[src/rtl/core/sli_pkg.sv]
`default_nettype none
// ----------------------------------------------------------------------------
// sli_pkg
// Shared constants, codes and controller/datapath interface types of the
// sorted list insert block.
// ----------------------------------------------------------------------------
package sli_pkg;

   localparam int CAPACITY = 64;
   localparam int IDX_W    = $clog2(CAPACITY);
   localparam int DATA_W   = 32;
   localparam int POS_W    = 6;
   localparam int CNT_W    = 7;
   localparam int KIND_W   = 2;
   localparam int STAT_W   = 2;

   typedef enum logic [KIND_W-1:0] {
      KIND_CLEAR  = 2'd0,
      KIND_APPEND = 2'd1,
      KIND_INSERT = 2'd2,
      KIND_READ   = 2'd3
   } kind_type;

   typedef enum logic [STAT_W-1:0] {
      ST_OK       = 2'd0,
      ST_FULL     = 2'd1,
      ST_UNSORTED = 2'd2,
      ST_RANGE    = 2'd3
   } rsp_status_type;

   typedef enum logic [3:0] {
      S_IDLE,
      S_DECODE,
      S_READ_WAIT,
      S_APP_WAIT,
      S_INS_CMP,
      S_SCAN_FIRST,
      S_SCAN_STEP
   } state_type;

   typedef enum logic [3:0] {
      OP_NONE,
      OP_LATCH,
      OP_CFG,
      OP_SCAN_PRIME,
      OP_SCAN_CMP,
      OP_CLEAR_RSP,
      OP_REFUSE,
      OP_READ_ISSUE,
      OP_READ_RSP,
      OP_APP_ISSUE,
      OP_APP_WRITE,
      OP_INS_START,
      OP_INS_SHIFT,
      OP_INS_PLACE
   } dp_op_type;

   typedef struct packed {
      dp_op_type op;
   } dp_cmd_type;

   typedef struct packed {
      kind_type kind;
      logic     full;
      logic     in_range;
      logic     order_ok;
      logic     move;
      logic     ptr_zero;
      logic     scan_more;
      logic     scan_last;
   } dp_stat_type;

endpackage
`default_nettype wire

[src/rtl/core/sli_ctrl.sv]
`default_nettype none
// ----------------------------------------------------------------------------
// sli_ctrl
// Controller: sequences each request and each order rescan over the datapath.
// ----------------------------------------------------------------------------
module sli_ctrl
   import sli_pkg::*;
(
   input  wire logic        clock,
   input  wire logic        reset,
   input  wire logic        start,
   input  wire logic        csr_valid,
   input  wire dp_stat_type stat,
   output logic             busy,
   output logic             csr_ready,
   output dp_cmd_type       cmd
);

   state_type state_ff;
   state_type state_in;

   always_ff @(posedge clock) begin
      if (reset) begin
         state_ff <= S_IDLE;
      end else begin
         state_ff <= state_in;
      end
   end

   always_comb begin
      state_in  = state_ff;
      cmd.op    = OP_NONE;
      busy      = (state_ff != S_IDLE);
      csr_ready = (state_ff == S_IDLE) && !start;
      case (state_ff)
         S_IDLE: begin
            if (start) begin
               cmd.op   = OP_LATCH;
               state_in = S_DECODE;
            end else if (csr_valid) begin
               cmd.op   = OP_CFG;
               state_in = S_SCAN_FIRST;
            end
         end
         S_DECODE: begin
            state_in = S_IDLE;
            case (stat.kind)
               KIND_CLEAR: cmd.op = OP_CLEAR_RSP;
               KIND_READ: begin
                  if (stat.in_range) begin
                     cmd.op   = OP_READ_ISSUE;
                     state_in = S_READ_WAIT;
                  end else begin
                     cmd.op = OP_REFUSE;
                  end
               end
               KIND_APPEND: begin
                  if (stat.full) begin
                     cmd.op = OP_REFUSE;
                  end else begin
                     cmd.op   = OP_APP_ISSUE;
                     state_in = S_APP_WAIT;
                  end
               end
               KIND_INSERT: begin
                  if (stat.full || !stat.order_ok) begin
                     cmd.op = OP_REFUSE;
                  end else begin
                     cmd.op   = OP_INS_START;
                     state_in = S_INS_CMP;
                  end
               end
               default: cmd.op = OP_REFUSE;
            endcase
         end
         S_READ_WAIT: begin
            cmd.op   = OP_READ_RSP;
            state_in = S_IDLE;
         end
         S_APP_WAIT: begin
            cmd.op   = OP_APP_WRITE;
            state_in = S_IDLE;
         end
         S_INS_CMP: begin
            if (stat.ptr_zero || !stat.move) begin
               cmd.op   = OP_INS_PLACE;
               state_in = S_IDLE;
            end else begin
               cmd.op = OP_INS_SHIFT;
            end
         end
         S_SCAN_FIRST: begin
            if (stat.scan_more) begin
               cmd.op   = OP_SCAN_PRIME;
               state_in = S_SCAN_STEP;
            end else begin
               state_in = S_IDLE;
            end
         end
         S_SCAN_STEP: begin
            cmd.op = OP_SCAN_CMP;
            if (stat.scan_last) begin
               state_in = S_IDLE;
            end
         end
         default: state_in = S_IDLE;
      endcase
   end

endmodule
`default_nettype wire

[src/rtl/core/sli_datapath.sv]
`default_nettype none
// ----------------------------------------------------------------------------
// sli_datapath
// Datapath: entry memory, count, order flag, shift pointer and result
// registers.
// ----------------------------------------------------------------------------
module sli_datapath
   import sli_pkg::*;
(
   input  wire logic               clock,
   input  wire logic               reset,
   input  wire dp_cmd_type         cmd,
   input  wire logic [KIND_W-1:0]  req_kind,
   input  wire logic signed [DATA_W-1:0] req_value,
   input  wire logic [POS_W-1:0]   req_index,
   input  wire logic               csr_descending,
   output dp_stat_type             stat,
   output logic                    rsp_strobe,
   output logic signed [DATA_W-1:0] rsp_data,
   output logic [POS_W-1:0]        rsp_position,
   output logic [CNT_W-1:0]        rsp_count,
   output logic                    rsp_in_order,
   output logic [STAT_W-1:0]       rsp_status
);

   function automatic logic fits_after(input logic signed [DATA_W-1:0] a,
                                       input logic signed [DATA_W-1:0] b,
                                       input logic desc);
      fits_after = desc ? (b <= a) : (b >= a);
   endfunction

   logic signed [DATA_W-1:0] entry_mem [CAPACITY];

   kind_type                 kind_ff,  kind_in;
   logic signed [DATA_W-1:0] val_ff,   val_in;
   logic [POS_W-1:0]         idx_ff,   idx_in;
   logic [CNT_W-1:0]         cnt_ff,   cnt_in;
   logic                     order_ff, order_in;
   logic                     desc_ff,  desc_in;
   logic [IDX_W-1:0]         ptr_ff,   ptr_in;
   logic signed [DATA_W-1:0] prev_ff,  prev_in;
   logic signed [DATA_W-1:0] rdata_ff;

   logic                     rsp_strobe_ff, rsp_strobe_in;
   logic signed [DATA_W-1:0] rsp_data_ff,   rsp_data_in;
   logic [POS_W-1:0]         rsp_pos_ff,    rsp_pos_in;
   logic [CNT_W-1:0]         rsp_cnt_ff,    rsp_cnt_in;
   logic                     rsp_order_ff,  rsp_order_in;
   rsp_status_type           rsp_stat_ff,   rsp_stat_in;

   logic                     wr_en;
   logic [IDX_W-1:0]         wr_addr;
   logic signed [DATA_W-1:0] wr_data;
   logic [IDX_W-1:0]         rd_addr;
   logic [CNT_W-1:0]         cnt_m1;
   logic [CNT_W-1:0]         cnt_p1;
   logic                     app_order;

   assign cnt_m1 = cnt_ff - CNT_W'(1);
   assign cnt_p1 = cnt_ff + CNT_W'(1);
   assign app_order = order_ff && ((cnt_ff == '0) || fits_after(rdata_ff, val_ff, desc_ff));

   always_comb begin
      stat.kind      = kind_ff;
      stat.full      = (cnt_ff >= CNT_W'(CAPACITY));
      stat.in_range  = ({1'b0, idx_ff} < cnt_ff);
      stat.order_ok  = order_ff;
      stat.move      = desc_ff ? (val_ff > rdata_ff) : (val_ff < rdata_ff);
      stat.ptr_zero  = (ptr_ff == '0);
      stat.scan_more = (cnt_ff > CNT_W'(1));
      stat.scan_last = (CNT_W'(ptr_ff) == cnt_m1);
   end

   always_comb begin
      kind_in       = kind_ff;
      val_in        = val_ff;
      idx_in        = idx_ff;
      cnt_in        = cnt_ff;
      order_in      = order_ff;
      desc_in       = desc_ff;
      ptr_in        = ptr_ff;
      prev_in       = prev_ff;
      rsp_strobe_in = 1'b0;
      rsp_data_in   = rsp_data_ff;
      rsp_pos_in    = rsp_pos_ff;
      rsp_cnt_in    = rsp_cnt_ff;
      rsp_order_in  = rsp_order_ff;
      rsp_stat_in   = rsp_stat_ff;
      wr_en         = 1'b0;
      wr_addr       = ptr_ff;
      wr_data       = val_ff;
      rd_addr       = ptr_ff;
      case (cmd.op)
         OP_LATCH: begin
            kind_in = kind_type'(req_kind);
            val_in  = req_value;
            idx_in  = req_index;
         end
         OP_CFG: begin
            desc_in  = csr_descending;
            order_in = 1'b1;
            rd_addr  = '0;
         end
         OP_SCAN_PRIME: begin
            prev_in = rdata_ff;
            ptr_in  = IDX_W'(1);
            rd_addr = IDX_W'(1);
         end
         OP_SCAN_CMP: begin
            if (!fits_after(prev_ff, rdata_ff, desc_ff)) begin
               order_in = 1'b0;
            end
            prev_in = rdata_ff;
            ptr_in  = ptr_ff + IDX_W'(1);
            rd_addr = ptr_ff + IDX_W'(1);
         end
         OP_CLEAR_RSP: begin
            cnt_in        = '0;
            order_in      = 1'b1;
            rsp_strobe_in = 1'b1;
            rsp_data_in   = '0;
            rsp_pos_in    = '0;
            rsp_cnt_in    = '0;
            rsp_order_in  = 1'b1;
            rsp_stat_in   = ST_OK;
         end
         OP_REFUSE: begin
            rsp_strobe_in = 1'b1;
            rsp_cnt_in    = cnt_ff;
            rsp_order_in  = order_ff;
            if (kind_ff == KIND_READ) begin
               rsp_data_in = '0;
               rsp_pos_in  = idx_ff;
               rsp_stat_in = ST_RANGE;
            end else begin
               rsp_data_in = val_ff;
               rsp_pos_in  = '0;
               rsp_stat_in = stat.full ? ST_FULL : ST_UNSORTED;
            end
         end
         OP_READ_ISSUE: begin
            rd_addr = idx_ff[IDX_W-1:0];
         end
         OP_READ_RSP: begin
            rsp_strobe_in = 1'b1;
            rsp_data_in   = rdata_ff;
            rsp_pos_in    = idx_ff;
            rsp_cnt_in    = cnt_ff;
            rsp_order_in  = order_ff;
            rsp_stat_in   = ST_OK;
         end
         OP_APP_ISSUE: begin
            rd_addr = cnt_m1[IDX_W-1:0];
         end
         OP_APP_WRITE: begin
            wr_en         = 1'b1;
            wr_addr       = cnt_ff[IDX_W-1:0];
            order_in      = app_order;
            cnt_in        = cnt_p1;
            rsp_strobe_in = 1'b1;
            rsp_data_in   = val_ff;
            rsp_pos_in    = POS_W'(cnt_ff[IDX_W-1:0]);
            rsp_cnt_in    = cnt_p1;
            rsp_order_in  = app_order;
            rsp_stat_in   = ST_OK;
         end
         OP_INS_START: begin
            ptr_in  = cnt_ff[IDX_W-1:0];
            rd_addr = cnt_m1[IDX_W-1:0];
         end
         OP_INS_SHIFT: begin
            wr_en   = 1'b1;
            wr_data = rdata_ff;
            ptr_in  = ptr_ff - IDX_W'(1);
            rd_addr = ptr_ff - IDX_W'(2);
         end
         OP_INS_PLACE: begin
            wr_en         = 1'b1;
            cnt_in        = cnt_p1;
            rsp_strobe_in = 1'b1;
            rsp_data_in   = val_ff;
            rsp_pos_in    = POS_W'(ptr_ff);
            rsp_cnt_in    = cnt_p1;
            rsp_order_in  = order_ff;
            rsp_stat_in   = ST_OK;
         end
         default: begin
            rd_addr = ptr_ff;
         end
      endcase
   end

   always_ff @(posedge clock) begin
      if (wr_en) begin
         entry_mem[wr_addr] <= wr_data;
      end
      rdata_ff <= entry_mem[rd_addr];
   end

   always_ff @(posedge clock) begin
      if (reset) begin
         cnt_ff        <= '0;
         order_ff      <= 1'b1;
         desc_ff       <= 1'b0;
         rsp_strobe_ff <= 1'b0;
      end else begin
         cnt_ff        <= cnt_in;
         order_ff      <= order_in;
         desc_ff       <= desc_in;
         rsp_strobe_ff <= rsp_strobe_in;
      end
   end

   always_ff @(posedge clock) begin
      kind_ff      <= kind_in;
      val_ff       <= val_in;
      idx_ff       <= idx_in;
      ptr_ff       <= ptr_in;
      prev_ff      <= prev_in;
      rsp_data_ff  <= rsp_data_in;
      rsp_pos_ff   <= rsp_pos_in;
      rsp_cnt_ff   <= rsp_cnt_in;
      rsp_order_ff <= rsp_order_in;
      rsp_stat_ff  <= rsp_stat_in;
   end

   assign rsp_strobe   = rsp_strobe_ff;
   assign rsp_data     = rsp_data_ff;
   assign rsp_position = rsp_pos_ff;
   assign rsp_count    = rsp_cnt_ff;
   assign rsp_in_order = rsp_order_ff;
   assign rsp_status   = rsp_stat_ff;

endmodule
`default_nettype wire

[src/rtl/core/sorted_list_insert.sv]
`default_nettype none
// ----------------------------------------------------------------------------
// sorted_list_insert
// Ordered list of signed 32-bit values with clear, append, sorted insert and
// read requests, and a selectable ascending or descending order.
// ----------------------------------------------------------------------------
// Clear and refused requests answer from the decode step. Read and append
// first read the entry memory. A sorted insert moves up each entry that must
// make room, one compare and one move a cycle through the entry memory.
// busy falls in the strobe cycle, so a new request is taken at its end edge.
// Writing csr_descending rescans the stored entries while busy is high;
// the compare steps are skipped when fewer than two entries are held.
// Reset empties the list, selects ascending order and sets in_order; the
// entry memory is not cleared. The result is not held off by the receiver.
module sorted_list_insert
   import sli_pkg::*;
(
   input  wire logic                     clock,
   input  wire logic                     reset,
   input  wire logic                     start,
   output logic                          busy,
   input  wire logic [KIND_W-1:0]        req_kind,
   input  wire logic signed [DATA_W-1:0] req_value,
   input  wire logic [POS_W-1:0]         req_index,
   output logic                          rsp_strobe,
   output logic signed [DATA_W-1:0]      rsp_data,
   output logic [POS_W-1:0]              rsp_position,
   output logic [CNT_W-1:0]              rsp_count,
   output logic                          rsp_in_order,
   output logic [STAT_W-1:0]             rsp_status,
   input  wire logic                     csr_valid,
   output logic                          csr_ready,
   input  wire logic                     csr_descending
);

   dp_cmd_type  cmd;
   dp_stat_type stat;

   sli_ctrl u_ctrl (
      .clock     (clock),
      .reset     (reset),
      .start     (start),
      .csr_valid (csr_valid),
      .stat      (stat),
      .busy      (busy),
      .csr_ready (csr_ready),
      .cmd       (cmd)
   );

   sli_datapath u_datapath (
      .clock          (clock),
      .reset          (reset),
      .cmd            (cmd),
      .req_kind       (req_kind),
      .req_value      (req_value),
      .req_index      (req_index),
      .csr_descending (csr_descending),
      .stat           (stat),
      .rsp_strobe     (rsp_strobe),
      .rsp_data       (rsp_data),
      .rsp_position   (rsp_position),
      .rsp_count      (rsp_count),
      .rsp_in_order   (rsp_in_order),
      .rsp_status     (rsp_status)
   );

endmodule
`default_nettype wire

[config.mk]
export PLATFORM = sky130hd
export DESIGN_NAME = sorted_list_insert
export DESIGN_NICKNAME = d
export VERILOG_FILES = /design/src/rtl/core/sli_pkg.sv /design/src/rtl/core/sli_ctrl.sv /design/src/rtl/core/sli_datapath.sv /design/src/rtl/core/sorted_list_insert.sv
export SDC_FILE = /design/constraint.sdc
export NUM_CORES = 2
export LEC_CHECK = 0
export ABC_AREA = 1
export BUFFER_PORTS_ARGS = -buffer_cell sky130_fd_sc_hd__buf_2
export CAP_MARGIN = 10
export CORE_ASPECT_RATIO = 1.75
export CORE_MARGIN = 2
export CORE_UTILIZATION = 42
export CTS_BUF_LIST = sky130_fd_sc_hd__clkbuf_8
export CTS_CLUSTER_DIAMETER = 200
export DETAILED_ROUTE_END_ITERATION = 7
export PLACE_DENSITY = 0.62
export RECOVER_POWER = 100
export SYNTH_ARGS = -nofsm -noshare
export SYNTH_HDL_FRONTEND = slang
export SYNTH_SLANG_ARGS = --single-unit
[constraint.sdc]
create_clock -name clock -period 7.9 [get_ports clock]
set_input_delay 0.79 -clock clock [delete_from_list [all_inputs] [get_ports clock]]
set_output_delay 0.79 -clock clock [all_outputs]
set_load 0.03 [all_outputs]
==> Implementation_results.wiki <==
{| class="wikitable"
! Metric !! Value
|-
| Aggregate negative setup slack || 0 ns
|-
| Pin count of the biggest net entering global routing || 189
|-
| Non-Filler Instances || 11874
|-
| Share of Yosys cell area claimed by the top area cell type || 0.689
|-
| Share of layout cells above drive strength 1 || 0.0636
|-
| Post-DP Area || 0.0991 mm2
|-
| Synth warn || 0
|-
| Depth of the CTS H-tree || 5
|-
| Cell area after synthesis || 0.0948 mm2
|-
| Number of antenna-violating nets in the routed design || 0
|-
| Cell row count || 230
|-
| Clock Sinks || 2219
|-
| Iteration-0 DRC Markers || 7180
|-
| Crit Reg-Reg Startpoint || u_datapath.rdata_ff[7]$_DFF_P_
|-
| Final hold slack || 0.187 ns
|-
| Final Hold Fails || 0
|-
| Residual overflow from global routing || 0
|-
| Unrepaired setup endpoints after global routing || false
|-
| Global-route track usage on met1 || 0.278
|-
| Required time of the worst setup path || 8.77 ns
|-
| Global routing met2 resource utilization || 0.430
|-
| Post-route cell area || 0.104 mm2
|-
| FFs w/ async S/R, synth || 0
|-
| Reg-to-reg setup timing slack || 0.77 ns
|-
| Power, Total || 0.0481 W
|-
| Port-buffer cells || 95
|-
| Post-synthesis average cell area || 10.9 um2
|-
| Number of cells upsized or downsized after cts || 0
|-
| Tcrit/Tclk final || 0.902
|-
| Maximum capacitance violations || 93
|-
| Worst min path class || in2reg
|-
| Hold path depth || 2
|-
| Cell depth of the worst flop-to-flop path || 20
|-
| Reg2reg end || u_datapath.rdata_ff[31]$_DFF_P_
|-
| Power density relative to cell area || 462 mW/mm2
|-
| Normalized max-slew margin || -1.37
|-
| Layout-stage area growth over the synthesis result || 9.79%
|-
| Worst Clk Skew || 0.0696 ns
|-
| Weighted congestion at the end of routability-driven global placement || 0.919
|-
| CP max FO || 62
|-
| Endpoint of the worst hold path || u_datapath.cnt_ff[2]$_SDFFE_PP0P_
|-
| Number of global-route vias before repair || 66011
|-
| Endpoint class of the critical path || flop
|-
| First-pass GRT wire length || 417000 um
|-
| Clock latency at the later pin of the worst-skew pair || 0.97 ns
|-
| Post-synth top flop || sky130_fd_sc_hd__edfxtp_1
|-
| Number of enable flip-flop cells after synthesis || 2174
|-
| Number of cells after detailed placement || 11290
|-
| Bufs on Longest Clock Path || 4
|-
| Number of buffers inserted by post-CTS setup repair || 0
|-
| Starting utilization of the core area || 0.423
|-
| Final setup fails || 0
|-
| Clock transition time at the flip-flop clock pins of the worst setup and hold paths || 0.07 ns
|-
| Outcome || complete, but fails checks
|-
| Remaining routing DRC violations || 0
|-
| Overall fraction of global-route tracks in use || 0.240
|-
| Most crowded layer after global routing || met2
|-
| Layout fillers || 20493
|-
| Reported leakage power || 39.9 nW
|-
| Post-detailed-routing wire length || 282000 um
|-
| Max-slew violation count || 3274
|-
| Combined area of the multi-input logic cells || 0.0257 mm2
|-
| DIE HEIGHT || 632 um
|-
| Violated checks || capacitance limit, slew limit
|-
| Synth Register Bits || 2219
|-
| Area taken by flip-flops and latches || 0.0662 mm2
|-
| Hold buffer count at CTS || 35
|-
| WL per Instance || 23.7 um
|-
| DR pass1 iterations || 6
|-
| Startpoint class of the critical path || flop
|-
| Slew at the pin with the worst max-slew slack || 3.56 ns
|-
| Sequential element share of the synthesized area || 0.698
|-
| Most used standard cell by instance count after synthesis || sky130_fd_sc_hd__nand2_1
|-
| Fin crit period || 7.13 ns
|-
| Unique cell type count in the Yosys netlist || 46
|-
| Worst IR drop on VDD || 0.000696 V
|-
| Mean number of vias per cell || 5.63
|-
| Number of buffers inserted during clock tree synthesis || 311
|-
| Post-synth top area cell || sky130_fd_sc_hd__edfxtp_1
|-
| Horizontal die dimension || 363 um
|-
| CTS Root Buffer Type || sky130_fd_sc_hd__clkbuf_8
|-
| Arrival time of data at the critical path endpoint || 7.99 ns
|-
| Type of the worst setup path || reg2reg
|-
| Vias || 66888
|-
| Start point of the worst hold path || reset
|-
| Top cells by instance count after synthesis || sky130_fd_sc_hd__nand2_1, sky130_fd_sc_hd__edfxtp_1, sky130_fd_sc_hd__nand3_1, sky130_fd_sc_hd__buf_2, sky130_fd_sc_hd__clkbuf_1
|-
| Net Count, Synth || 8820
|-
| Cells after Synth || 8697
|-
| Top post-synthesis cells by area || sky130_fd_sc_hd__edfxtp_1, sky130_fd_sc_hd__nand2_1, sky130_fd_sc_hd__nand3_1
|-
| Antenna violations before repair || 13
|-
| Fin nets || 8862
|-
| Top-level I/O count || 96
|-
| Clock tree from TritonCTS || yes
|-
| Highest Clock Rate || 140 MHz
|-
| Half-perimeter wire length of the detailed placement result || 158000 um
|-
| Floorplan die area || 0.230 mm2
|-
| Global routing met3 resource utilization || 0.0326
|-
| Area of the core || 0.224 mm2
|}
[logic make-up after synthesis]
| family | synth area share |
|---|---|
| buffers and inverters | 0.0344 |
| adders and majority gates | 0.0103 |
| DFF | 0.698 |
| AOI/OAI and AO/OA | 0.0120 |
| xor gates and xnor gates | 0.00148 |
| and+or+nand+nor | 0.243 |
[worst max path at each step]
stage	cells past startpoint	to	from	slack, ns
floorplan	17	u_datapath.entry_mem[32][0]$_DFFE_PP_	u_datapath.val_ff[31]$_DFFE_PN_	1.96
global placement	23	u_datapath.rdata_ff[31]$_DFF_P_	u_datapath.rdata_ff[22]$_DFF_P_	1.78
detailed placement	23	u_datapath.rdata_ff[31]$_DFF_P_	u_datapath.rdata_ff[22]$_DFF_P_	1.83
CTS	23	u_datapath.rdata_ff[31]$_DFF_P_	u_datapath.rdata_ff[22]$_DFF_P_	1.86
global route	20	u_datapath.rdata_ff[31]$_DFF_P_	u_datapath.rdata_ff[7]$_DFF_P_	0.62
finish	20	u_datapath.rdata_ff[31]$_DFF_P_	u_datapath.rdata_ff[7]$_DFF_P_	0.77
[layer usage]
layer | vias up | wire, um
li1 | 30328 | -
met1 | 32688 | 100000
met2 | 3094 | 146000
met3 | 770 | 20500
met4 | 8 | 15000
met5 | - | 63
[per-stage QoR]
stage | setup WS, ns | util
after CTS | 1.86 | 0.469
final | 0.774 | 0.464
after floorplan | 1.96 | -
after global placement | 1.78 | 0.442
after detailed placement | 1.83 | 0.442
after global routing | 0.624 | 0.464
[layout make-up]
type                       count  area share
inverter                     179     0.00654
clock buffer                 330      0.0437
multi-input combinational   5719       0.247
clock inverter               212      0.0101
sequential                  2219       0.636
timing repair buffer         309      0.0212
tap                         2900      0.0349
antenna                        6    0.000144
[cells in the final DEF (no fill, tap or decap), types with 3 or more instances in the layout]
cell type and instances:
sky130_fd_sc_hd__clkbuf_8 330, sky130_fd_sc_hd__nor2_1 92, sky130_fd_sc_hd__buf_12 35, sky130_fd_sc_hd__a211oi_1 4, sky130_fd_sc_hd__nor3_1 12, sky130_fd_sc_hd__inv_1 273, sky130_fd_sc_hd__edfxtp_1 2174, sky130_fd_sc_hd__o221ai_1 6
sky130_fd_sc_hd__o21a_1 3, sky130_fd_sc_hd__bufinv_16 6, sky130_fd_sc_hd__clkinv_1 62, sky130_fd_sc_hd__xor2_1 15, sky130_fd_sc_hd__o21ai_4 18, sky130_fd_sc_hd__inv_2 9, sky130_fd_sc_hd__o22ai_1 35, sky130_fd_sc_hd__buf_4 44
sky130_fd_sc_hd__o211ai_1 6, sky130_fd_sc_hd__inv_6 6, sky130_fd_sc_hd__ha_1 78, sky130_fd_sc_hd__clkbuf_1 143, sky130_fd_sc_hd__nor2_4 21, sky130_fd_sc_hd__nand2_1 3257, sky130_fd_sc_hd__nand3_1 2015, sky130_fd_sc_hd__nor2_2 3
sky130_fd_sc_hd__a221o_1 7, sky130_fd_sc_hd__clkinvlp_4 10, sky130_fd_sc_hd__buf_2 36, sky130_fd_sc_hd__clkbuf_2 15, sky130_fd_sc_hd__a21oi_1 55, sky130_fd_sc_hd__clkinv_2 24, sky130_fd_sc_hd__o21ai_0 44, sky130_fd_sc_hd__dlygate4sd3_1 35
sky130_fd_sc_hd__nor4_1 4, sky130_fd_sc_hd__dfxtp_1 45, sky130_fd_sc_hd__nand4_1 19, sky130_fd_sc_hd__diode_2 6
[flip-flops by register name (all words and copies together) (netlist names), 3 cells and up]
name                     flops
u_datapath.rsp_count         7
u_datapath.cnt_ff            7
u_datapath.idx_ff            6
u_datapath.ptr_ff            6
u_datapath.rsp_position      6
u_datapath.rsp_data         32
u_ctrl.state_ff              3
u_datapath.prev_ff          32
u_datapath.val_ff           32
u_datapath.entry_mem      2048
u_datapath.rdata_ff         32
[critical path, cell delays in order, from the launching register on]
cell and delay, ns:
sky130_fd_sc_hd__dfxtp_1 0.57, sky130_fd_sc_hd__inv_1 0.14, sky130_fd_sc_hd__ha_1 0.32, sky130_fd_sc_hd__nand2_1 0.07
sky130_fd_sc_hd__nor2_1 0.19, sky130_fd_sc_hd__nand4_1 0.10, sky130_fd_sc_hd__nor2_1 0.52, sky130_fd_sc_hd__nand2_1 0.18
sky130_fd_sc_hd__o21ai_0 0.31, sky130_fd_sc_hd__inv_1 0.08, sky130_fd_sc_hd__nand4_1 0.35, sky130_fd_sc_hd__buf_4 0.46
sky130_fd_sc_hd__o211ai_1 0.20, sky130_fd_sc_hd__o21ai_4 0.16, sky130_fd_sc_hd__clkinvlp_4 1.45, sky130_fd_sc_hd__buf_12 0.73
sky130_fd_sc_hd__nand3_1 0.16, sky130_fd_sc_hd__nand3_1 0.17, sky130_fd_sc_hd__nand3_1 0.26, sky130_fd_sc_hd__nand3_1 0.23
sky130_fd_sc_hd__nand2_1 0.21
[report_power, final]
group          switching [W]  internal (W)  total [W]
combinational         0.0182       0.00577     0.0240
sequential          0.000371        0.0153     0.0157
clock                0.00434       0.00406    0.00840
total                 0.0229        0.0251     0.0481
No activity file was read; power rests on OpenSTA's default activity.
